File: config.mk
export PLATFORM = sky130hd
export DESIGN_NAME = pal_ctrl
export DESIGN_NICKNAME = d
export VERILOG_FILES = /design/src/rtl/pal_pkg.sv /design/src/rtl/pal_ctrl.sv
export SDC_FILE = /design/constraint.sdc
export NUM_CORES = 1
export LEC_CHECK = 0
export BUFFER_PORTS_ARGS = -buffer_cell sky130_fd_sc_hd__buf_2
export CORE_AREA = 2 2 39 41
export DETAILED_ROUTE_END_ITERATION = 8
export DIE_AREA = 0 0 41 43
export PLACE_DENSITY = 0.66
export SYNTH_ARGS = -nofsm -noshare
export SYNTH_HDL_FRONTEND = slang
export SYNTH_SLANG_ARGS = --single-unit
File: constraint.sdc
create_clock -name clk_i -period 4.1 [get_ports clk_i]
set_input_delay 0.82 -clock clk_i [delete_from_list [all_inputs] [get_ports clk_i]]
set_output_delay 0.82 -clock clk_i [all_outputs]
set_load 0.005 [all_outputs]
File: src/rtl/pal_pkg.sv
// Shared types and constants for the pooled adjacency list manager.
`timescale 1ns / 1ps

package pal_pkg;

  // Fixed field widths of the stream payloads and the configuration register.
  localparam int unsigned CMD_W    = 2;
  localparam int unsigned NODE_W   = 10;
  localparam int unsigned ITEM_W   = 32;
  localparam int unsigned STATUS_W = 2;
  localparam int unsigned DEGREE_W = 13;
  localparam int unsigned NCNT_W   = 11;

  localparam int unsigned IN_DATA_W  = 48;
  localparam int unsigned OUT_DATA_W = 16;

  localparam logic [NCNT_W-1:0] NODE_COUNT_RESET = 11'd1024;

  // Command codes carried by the input transfer.
  typedef enum logic [CMD_W-1:0] {
    CMD_REGISTER = 2'd0,
    CMD_REMOVE   = 2'd1,
    CMD_EXISTS   = 2'd2,
    CMD_DEGREE   = 2'd3
  } cmd_e;

  // Status codes carried by the result transfer.
  typedef enum logic [STATUS_W-1:0] {
    ST_OK        = 2'd0,
    ST_RANGE     = 2'd1,
    ST_POOL_FULL = 2'd2,
    ST_NOT_FOUND = 2'd3
  } status_e;

  // Source of the entry memory read address.
  typedef enum logic [1:0] {
    RD_FREE   = 2'd0,
    RD_CURSOR = 2'd1,
    RD_HEAD   = 2'd2,
    RD_NEXT   = 2'd3
  } rd_sel_e;

  // Commands from the controller to the datapath.
  typedef struct packed {
    logic    clr_step;
    logic    load;
    logic    rd_in_node;
    rd_sel_e rd_sel;
    logic    ptr_from_head;
    logic    advance;
    logic    reg_commit;
    logic    unlink;
    logic    free_commit;
    logic    set_status;
    status_e status;
    logic    set_found;
    logic    out_load;
  } pal_ctl_t;

  // Status from the datapath to the controller.
  typedef struct packed {
    logic clr_last;
    logic bad_node;
    logic free_empty;
    logic head_null;
    logic next_null;
    logic hit;
    cmd_e cmd;
  } pal_sts_t;

endpackage

File: src/rtl/pal_ctrl.sv
// Controller: sequences the clearing pass, list walks and result handoff.
`timescale 1ns / 1ps

module pal_ctrl import pal_pkg::*; (
  input  logic     clk_i,
  input  logic     rst_ni,
  input  logic     in_valid_i,
  output logic     in_ready_o,
  output logic     out_valid_o,
  input  logic     out_ready_i,
  input  pal_sts_t sts_i,
  output pal_ctl_t ctl_o
);

  localparam logic [2:0] S_INIT   = 3'd0;
  localparam logic [2:0] S_IDLE   = 3'd1;
  localparam logic [2:0] S_FIRST  = 3'd2;
  localparam logic [2:0] S_CMP    = 3'd3;
  localparam logic [2:0] S_UNLINK = 3'd4;
  localparam logic [2:0] S_FREE   = 3'd5;
  localparam logic [2:0] S_DONE   = 3'd6;

  logic [2:0] state_q, state_d;
  logic       out_valid_q, out_valid_d;

  // Next state and command decode.
  always_comb begin
    state_d = state_q;
    ctl_o   = '0;
    ctl_o.rd_sel = RD_CURSOR;
    ctl_o.status = ST_OK;
    case (state_q)
      S_INIT: begin
        ctl_o.clr_step = 1'b1;
        if (sts_i.clr_last) begin
          state_d = S_IDLE;
        end
      end
      S_IDLE: begin
        ctl_o.rd_in_node = 1'b1;
        ctl_o.rd_sel     = RD_FREE;
        if (in_valid_i) begin
          ctl_o.load = 1'b1;
          state_d    = S_FIRST;
        end
      end
      S_FIRST: begin
        state_d = S_DONE;
        if (sts_i.bad_node) begin
          ctl_o.set_status = 1'b1;
          ctl_o.status     = ST_RANGE;
        end else if (sts_i.cmd == CMD_REGISTER) begin
          if (sts_i.free_empty) begin
            ctl_o.set_status = 1'b1;
            ctl_o.status     = ST_POOL_FULL;
          end else begin
            ctl_o.reg_commit = 1'b1;
          end
        end else begin
          ctl_o.ptr_from_head = 1'b1;
          ctl_o.rd_sel        = RD_HEAD;
          if (!sts_i.head_null) begin
            state_d = S_CMP;
          end else if (sts_i.cmd == CMD_REMOVE) begin
            ctl_o.set_status = 1'b1;
            ctl_o.status     = ST_NOT_FOUND;
          end
        end
      end
      S_CMP: begin
        if (sts_i.cmd != CMD_DEGREE && sts_i.hit) begin
          if (sts_i.cmd == CMD_EXISTS) begin
            ctl_o.set_found = 1'b1;
            state_d         = S_DONE;
          end else begin
            state_d = S_UNLINK;
          end
        end else begin
          ctl_o.advance = 1'b1;
          ctl_o.rd_sel  = RD_NEXT;
          if (sts_i.next_null) begin
            state_d = S_DONE;
            if (sts_i.cmd == CMD_REMOVE) begin
              ctl_o.set_status = 1'b1;
              ctl_o.status     = ST_NOT_FOUND;
            end
          end
        end
      end
      S_UNLINK: begin
        ctl_o.unlink = 1'b1;
        state_d      = S_FREE;
      end
      S_FREE: begin
        ctl_o.free_commit = 1'b1;
        state_d           = S_DONE;
      end
      S_DONE: begin
        if (!out_valid_q || out_ready_i) begin
          ctl_o.out_load = 1'b1;
          state_d        = S_IDLE;
        end
      end
      default: begin
        state_d = S_IDLE;
      end
    endcase
  end

  // Output register valid flag.
  always_comb begin
    if (ctl_o.out_load) begin
      out_valid_d = 1'b1;
    end else if (out_ready_i) begin
      out_valid_d = 1'b0;
    end else begin
      out_valid_d = out_valid_q;
    end
  end

  always_ff @(posedge clk_i or negedge rst_ni) begin
    if (!rst_ni) begin
      state_q     <= S_INIT;
      out_valid_q <= 1'b0;
    end else begin
      state_q     <= state_d;
      out_valid_q <= out_valid_d;
    end
  end

  assign in_ready_o  = (state_q == S_IDLE);
  assign out_valid_o = out_valid_q;

endmodule

==> flow_summary_export.csv, run 1 <==
group,metric,value,unit
synthesis,synthDominantCellAreaShare,21.98,%
synthesis,ys_dominant_reg_cell,"dfrtp_1",
worst_setup_path,critPathMostFrequentCell,"buf_2",
synthesis,postSynthAreaPerCell,7.466,µm²
placed_design,place.gp.congestion,0.8357,
clock_tree,clock_buffer_count_from_cts,3,
sta,max-slew-margin-rel,74.74,%
placed_design,place_ws,1298,ps
clock_tree,cts_hold_repair.buffers,0,
die,coreArea,1384,µm²
sta,post-route-period-util,68.23,%
routing,route.detailed.wl_per_inst,11.92,µm
sta,setup-tns-final,0,ps
synthesis,synth.cell_area,455.4,µm²
die,ioPinCount,29,
worst_setup_path,family_of_cells_with_the_greatest_summed_delay_on_the_critical_path,"simple AND/OR/NAND/NOR gates",
routing,routed_wirelength,1228,µm
clock_tree,clkSlewWorstSetupHoldPaths,40,ps
cells_and_area,n_antenna_cell,0,
clock_tree,insertion_delay,220,ps
power_and_ir_drop,powerDensity,592.7,nW/µm²
clock_tree,cts_tree,"done",
synthesis,yosysWarnings,0,
sta,skew,3.802,ps
outcome,outcome,"completed",
grt,global_route_wire_length_before_repair,1814,µm
synthesis,netlist.top_cell.by_area,"dfrtp_1",
synthesis,synth.ff_latch_count,4,
sta,timing.final.setup_violations,0,
sta,drv_slew,0,
synthesis,synth_enable_flop_cells,0,
synthesis,synthCells,61,
synthesis,post_synth_num_cell_types,34,
power_and_ir_drop,p_leak,0.0003102,µW
grt,grt_pass1_vias,439,
synthesis,synth-seq-area-share,21.98,%
clock_tree,clock_tree_root_buffer_cell,"clkbuf_4",
synthesis,net_count_synth,73,
die,floorplan.initialDensity,32.91,%
worst_setup_path,critical_path.slowest_cell,"or4b_4",
cells_and_area,final_layout_size_suffix_gt1_share,39.08,%
clock_tree,clock_tree.buffer_depth,2,
worst_setup_path,critical_path.startpoint_type,"input pin",
sta,fmax,357.5,MHz
grt,grt_start_max_net_pins,16,
worst_setup_path,worstPathRequired,3280,ps
cells_and_area,areaGrowthSynthToFinish,34.07,%
cells_and_area,finalNetCount,101,
die,placement_rows,14,
worst_setup_path,timing.critical_path.buf_inv,2,
sta,post-route-worst-setup-slack,1302,ps
cells_and_area,commonest_non_fill_non_tap_cells_in_the_layout,"buf_2 (28), nor2_1 (7), nand2_1 (5), nor3_1 (4), dfrtp_1 (4)",
power_and_ir_drop,irDropWorstVdd,0.0003056,V
sta,hold_violations,0,
worst_setup_path,path_max_fanout,5,
grt,all_layer_global_routing_usage,14.66,%
sta,rsz0062_at_grt,"false",
placed_design,dpl.hpwl,940.3,µm
clock_tree,clock-sinks,4,
worst_setup_path,critical_path.endpoint_type,"output pin",
placed_design,numPortBuffers,28,
routing,vias,549,
routing,drt-initial-drc-count,4,
routing,detailedRoute.firstPassIterationCount,4,
worst_setup_path,critical_path.cell_chain,"buf_2, or4b_4, o32a_1, a211oi_2, buf_2",
routing,via_per_inst,5.330,
die,floorplan.die.width,41,µm
sta,worst_pin_slew,378.9,ps
grt,grt_overflow,0,
clock_tree,h-tree-depth,1,
routing,ant_nets,0,
worst_setup_path,timing.critical_path.slowest_cell_delay,500,ps
clock_tree,post_cts.resized_instances,0,
cells_and_area,layout_commonest_cell,"buf_2",
synthesis,async_reset_ff_share,100.0,%
routing,post-route-drc-count,0,
job,cap_violations,0,
grt,antenna_found_initial,0,
sta,time_the_worst_path_needs_with_i_o_delays_and_setup,2798,ps
hold_path,min-delay-path-class,"in2async",
die,die_h,43,µm
worst_setup_path,crit_arrival,1980,ps
worst_setup_path,crit_path_kind,"in2out",
clock_tree,cts.repair_timing.setup_buffer_count,0,
synthesis,ranking_of_synthesized_cells_by_area,"dfrtp_1 (22%), nor2_1 (5.8%), nor3_1 (4.4%)",
die,dieArea,1763,µm²
## per-stage QoR
step / cells / total power, µW / utilization [%] / area [µm²] / hold WS, ps
2_1_floorplan: 61 / 248.0 / - / 455.4 / 524.4
3_3_place_gp: 100 / 313.8 / 42.50 / 588.1 / 547.2
3_5_place_dp: 100 / 315.4 / 42.50 / 588.1 / 560.4
4_1_cts: 103 / 362.1 / 44.12 / 610.6 / 386.0
5_1_grt: 103 / 398.4 / 44.12 / 610.6 / 383.8
6_report: 103 / 361.9 / 44.12 / 610.6 / 390.1
## layout make-up
class                      count  area [µm²]
timing repair buffer          28       140.1
fill                         162       773.2
sequential                     4       100.1
multi-input combinational     49       316.6
tap                           16       20.02
clock buffer                   3       22.52
inverter                       3       11.26
## state kept, by name, summed over array words and instances (netlist names)
register and count:
out_valid_o 1, state_q 3
## path summary, 6_finish.rpt
path,from,end,slack [ps],depth (start not counted)
setup reg to reg,state_q[2],state_q[2],2570,3
min in group clk_i,out_valid_o,out_valid_o,580,2
max in group asynchronous,rst_ni,state_q[0],3590,1
hold reg to reg,out_valid_o,out_valid_o,580,2
hold / removal,rst_ni,out_valid_o,390,1
setup / recovery,sts_i[6],ctl_o[3],1300,5
## synth_stat cells (2+ instances only)
master,number
inv_1,2
or2_1,2
o22ai_1,2
nand3b_1,2
buf_4,2
dfrtp_1,4
a21oi_1,2
nand2b_1,3
o41ai_1,2
nor2_1,7
nor2b_1,3
nand2_1,5
nor3_1,4
## routing by layer
metal	GRT usage, %	vias to the layer above	routed length, µm
met1	22.37	255	589
met2	20.31	16	554
met5	0	-	0
met4	4.000	0	0
li1	-	278	-
met3	3.141	0	84
## kinds of logic (layout without fill, tap and decap cells)
family	Yosys count	count (layout)	share of synthesized area, %
simple gates	33	33	41.76
compound gates	15	15	25.83
buf+inv	8	34	8.513
flops	4	4	21.98
xor+xnor	1	1	1.923
## where the power goes
part           switching (µW)  leakage (µW)  internal, µW
sequential               49.7     0.0000499          59.4
clock                    12.6     0.0000138          32.5
combinational             100      0.000246           107
total                     163      0.000310           199
Note: power is estimated with default switching activity, not from simulation.
==> inputs of run 2 (changes only) <==
PLACE_DENSITY = 0.68   (was 0.66)
clock period = 2.25 ns   (was 4.1 ns; I/O delays follow)
==> run 2 against run 1 <==
Effect of this change:
- sequential cell count is the same
- register-to-register slack lost 1700 ps
- setup slack lost 1200 ps
- critical endpoint unchanged
- largest power group unchanged
- largest cell class unchanged
==> flow_summary_export.csv, run 2 (synthesized netlist as in run 1, its figures left out) <==
group,metric,value,unit
die,dieArea,1763,µm²
placed_design,dpl.hpwl,968.4,µm
outcome,outcome,"completed",
clock_tree,clock-sinks,4,
job,cap_violations,0,
sta,worst_pin_slew,342.0,ps
cells_and_area,largest_reg_flops,3,
sta,setup-tns-final,0,ps
worst_setup_path,r2r_start,"state_q[2]",
worst_setup_path,critical_path.endpoint_type,"output pin",
clock_tree,cts_hold_repair.buffers,0,
cells_and_area,layout_commonest_cell,"buf_2",
sta,timing.final.setup_violations,0,
die,floorplan.die.width,41,µm
routing,ant_nets,0,
sta,max-slew-margin-rel,76.90,%
worst_setup_path,crit_path_kind,"reg2out",
cells_and_area,finalNetCount,105,
cells_and_area,post_layout_nonfiller_instances,107,
clock_tree,post_cts.resized_instances,0,
routing,routed_wirelength,1214,µm
clock_tree,clock_buffer_count_from_cts,3,
cells_and_area,registers.top_by_ff_count,"state_q",
placed_design,place.detailed.instances,103,
clock_tree,clock_tree_root_buffer_cell,"clkbuf_4",
grt,grt_pass1_vias,446,
grt,all_layer_global_routing_usage,14.33,%
worst_setup_path,timing.critical_path.buf_inv,1,
cells_and_area,final_layout_size_suffix_gt1_share,41.76,%
power_and_ir_drop,p_leak,0.0003293,µW
die,ioPinCount,29,
routing,detailedRoute.firstPassIterationCount,4,
placed_design,numPortBuffers,28,
power_and_ir_drop,powerDensity,1104,nW/µm²
routing,drt-initial-drc-count,13,
grt,grt_overflow,0,
clock_tree,insertion_delay,230,ps
worst_setup_path,worstPathRequired,1800,ps
worst_setup_path,critical_path.cell_chain,"or4b_4, o32a_1, a211oi_2, buf_2",
worst_setup_path,critical_path.slowest_cell,"or4b_4",
clock_tree,cts.repair_timing.setup_buffer_count,0,
sta,time_the_worst_path_needs_with_i_o_delays_and_setup,2139,ps
cells_and_area,multi_input_area,316.6,µm²
sta,fmax,467.5,MHz
sta,hold_violations,0,
worst_setup_path,startpoint,"state_q[0]",
cells_and_area,layout.area.seq,100.1,µm²
clock_tree,clock_tree.buffer_depth,2,
sta,post-route-period-util,95.06,%
grt,grt_start_max_net_pins,15,
worst_setup_path,crit_arrival,1690,ps
worst_setup_path,timing.critical_path.slowest_cell_delay,560,ps
cells_and_area,areaGrowthSynthToFinish,40.66,%
die,coreArea,1384,µm²
die,die_h,43,µm
clock_tree,clkSlewWorstSetupHoldPaths,40,ps
worst_setup_path,path_max_fanout,4,
cells_and_area,commonest_non_fill_non_tap_cells_in_the_layout,"buf_2 (28), nor2_1 (7), nand2_1 (5)",
placed_design,place.gp.congestion,0.8049,
clock_tree,h-tree-depth,1,
placed_design,placedInstanceArea,610.6,µm²
worst_setup_path,family_of_cells_with_the_greatest_summed_delay_on_the_critical_path,"simple AND/OR/NAND/NOR gates",
die,floorplan.initialDensity,32.91,%
clock_tree,cts_tree,"done",
grt,global_route_wire_length_before_repair,1766,µm
routing,vias,550,
routing,via_per_inst,5.140,
power_and_ir_drop,irDropWorstVdd,0.0005597,V
grt,antenna_found_initial,0,
die,placement_rows,14,
hold_path,min-delay-path-class,"in2async",
routing,post-route-drc-count,0,
cells_and_area,nFillCells,150,
cells_and_area,n_antenna_cell,0,
worst_setup_path,critical_path.startpoint_type,"register",
routing,route.detailed.wl_per_inst,11.35,µm
sta,skew,3.934,ps
sta,rsz0062_at_grt,"false",
cells_and_area,fin_area,640.6,µm²
sta,fin_hold_ws,13.40,ps
sta,drv_slew,0,
run 2: changes by cell type in the layout (fill, tap and decap cells not counted):
cell	before	now
buf_4	0	4
run 2: metal layers:
layer	wire length, µm	up-vias	global-route usage (%)	share of wire (%)
met5	0	-	0	0
met4	0	0	2.000	0
met3	89	0	4.712	7.3
met2	581	17	22.50	48
met1	543	247	18.95	45
li1	-	286	-	-
run 2: worst reg2reg max path: cells and delay by family, from the launching register on:
family	cells	cell delay, ps
compound gates	2	520
simple gates	1	190
buf+inv	1	170
flops	1	380
run 2: metrics by stage:
stage	setup WS [ps]	power, µW	utilization, %
2_1_floorplan	435.9	451.8	-
3_5_place_dp	190.8	612.9	44.12
4_1_cts	48.81	706.4	45.75
3_3_place_gp	190.3	610.4	44.12
6_report	111.1	707.1	46.29
5_1_grt	41.09	775.6	46.29
run 2: power breakdown:
part | switching (µW) | internal (µW)
Combinational | 254 | 235
Sequential | 22.0 | 109
Clock | 26.8 | 59.5
Total | 303 | 404
run 2: path summary, 6_finish.rpt:
check	slack, ps	to	cells past startpoint
min reg2reg	570	out_valid_o	2
max in group asynchronous	2120	state_q[1]	1
max	110	ctl_o[3]	4
min in group clk_i	570	state_q[2]	3
max reg2reg	850	state_q[2]	4
min	10	state_q[0]	1
run 2: area by class of cell:
cell class	instances	share of cell area [%]
multi-input cells	49	49.41
repair buffers	32	26.56
flip-flops and latches	4	15.63
clock buffers	3	3.516
well taps	16	3.125
inverters	3	1.758
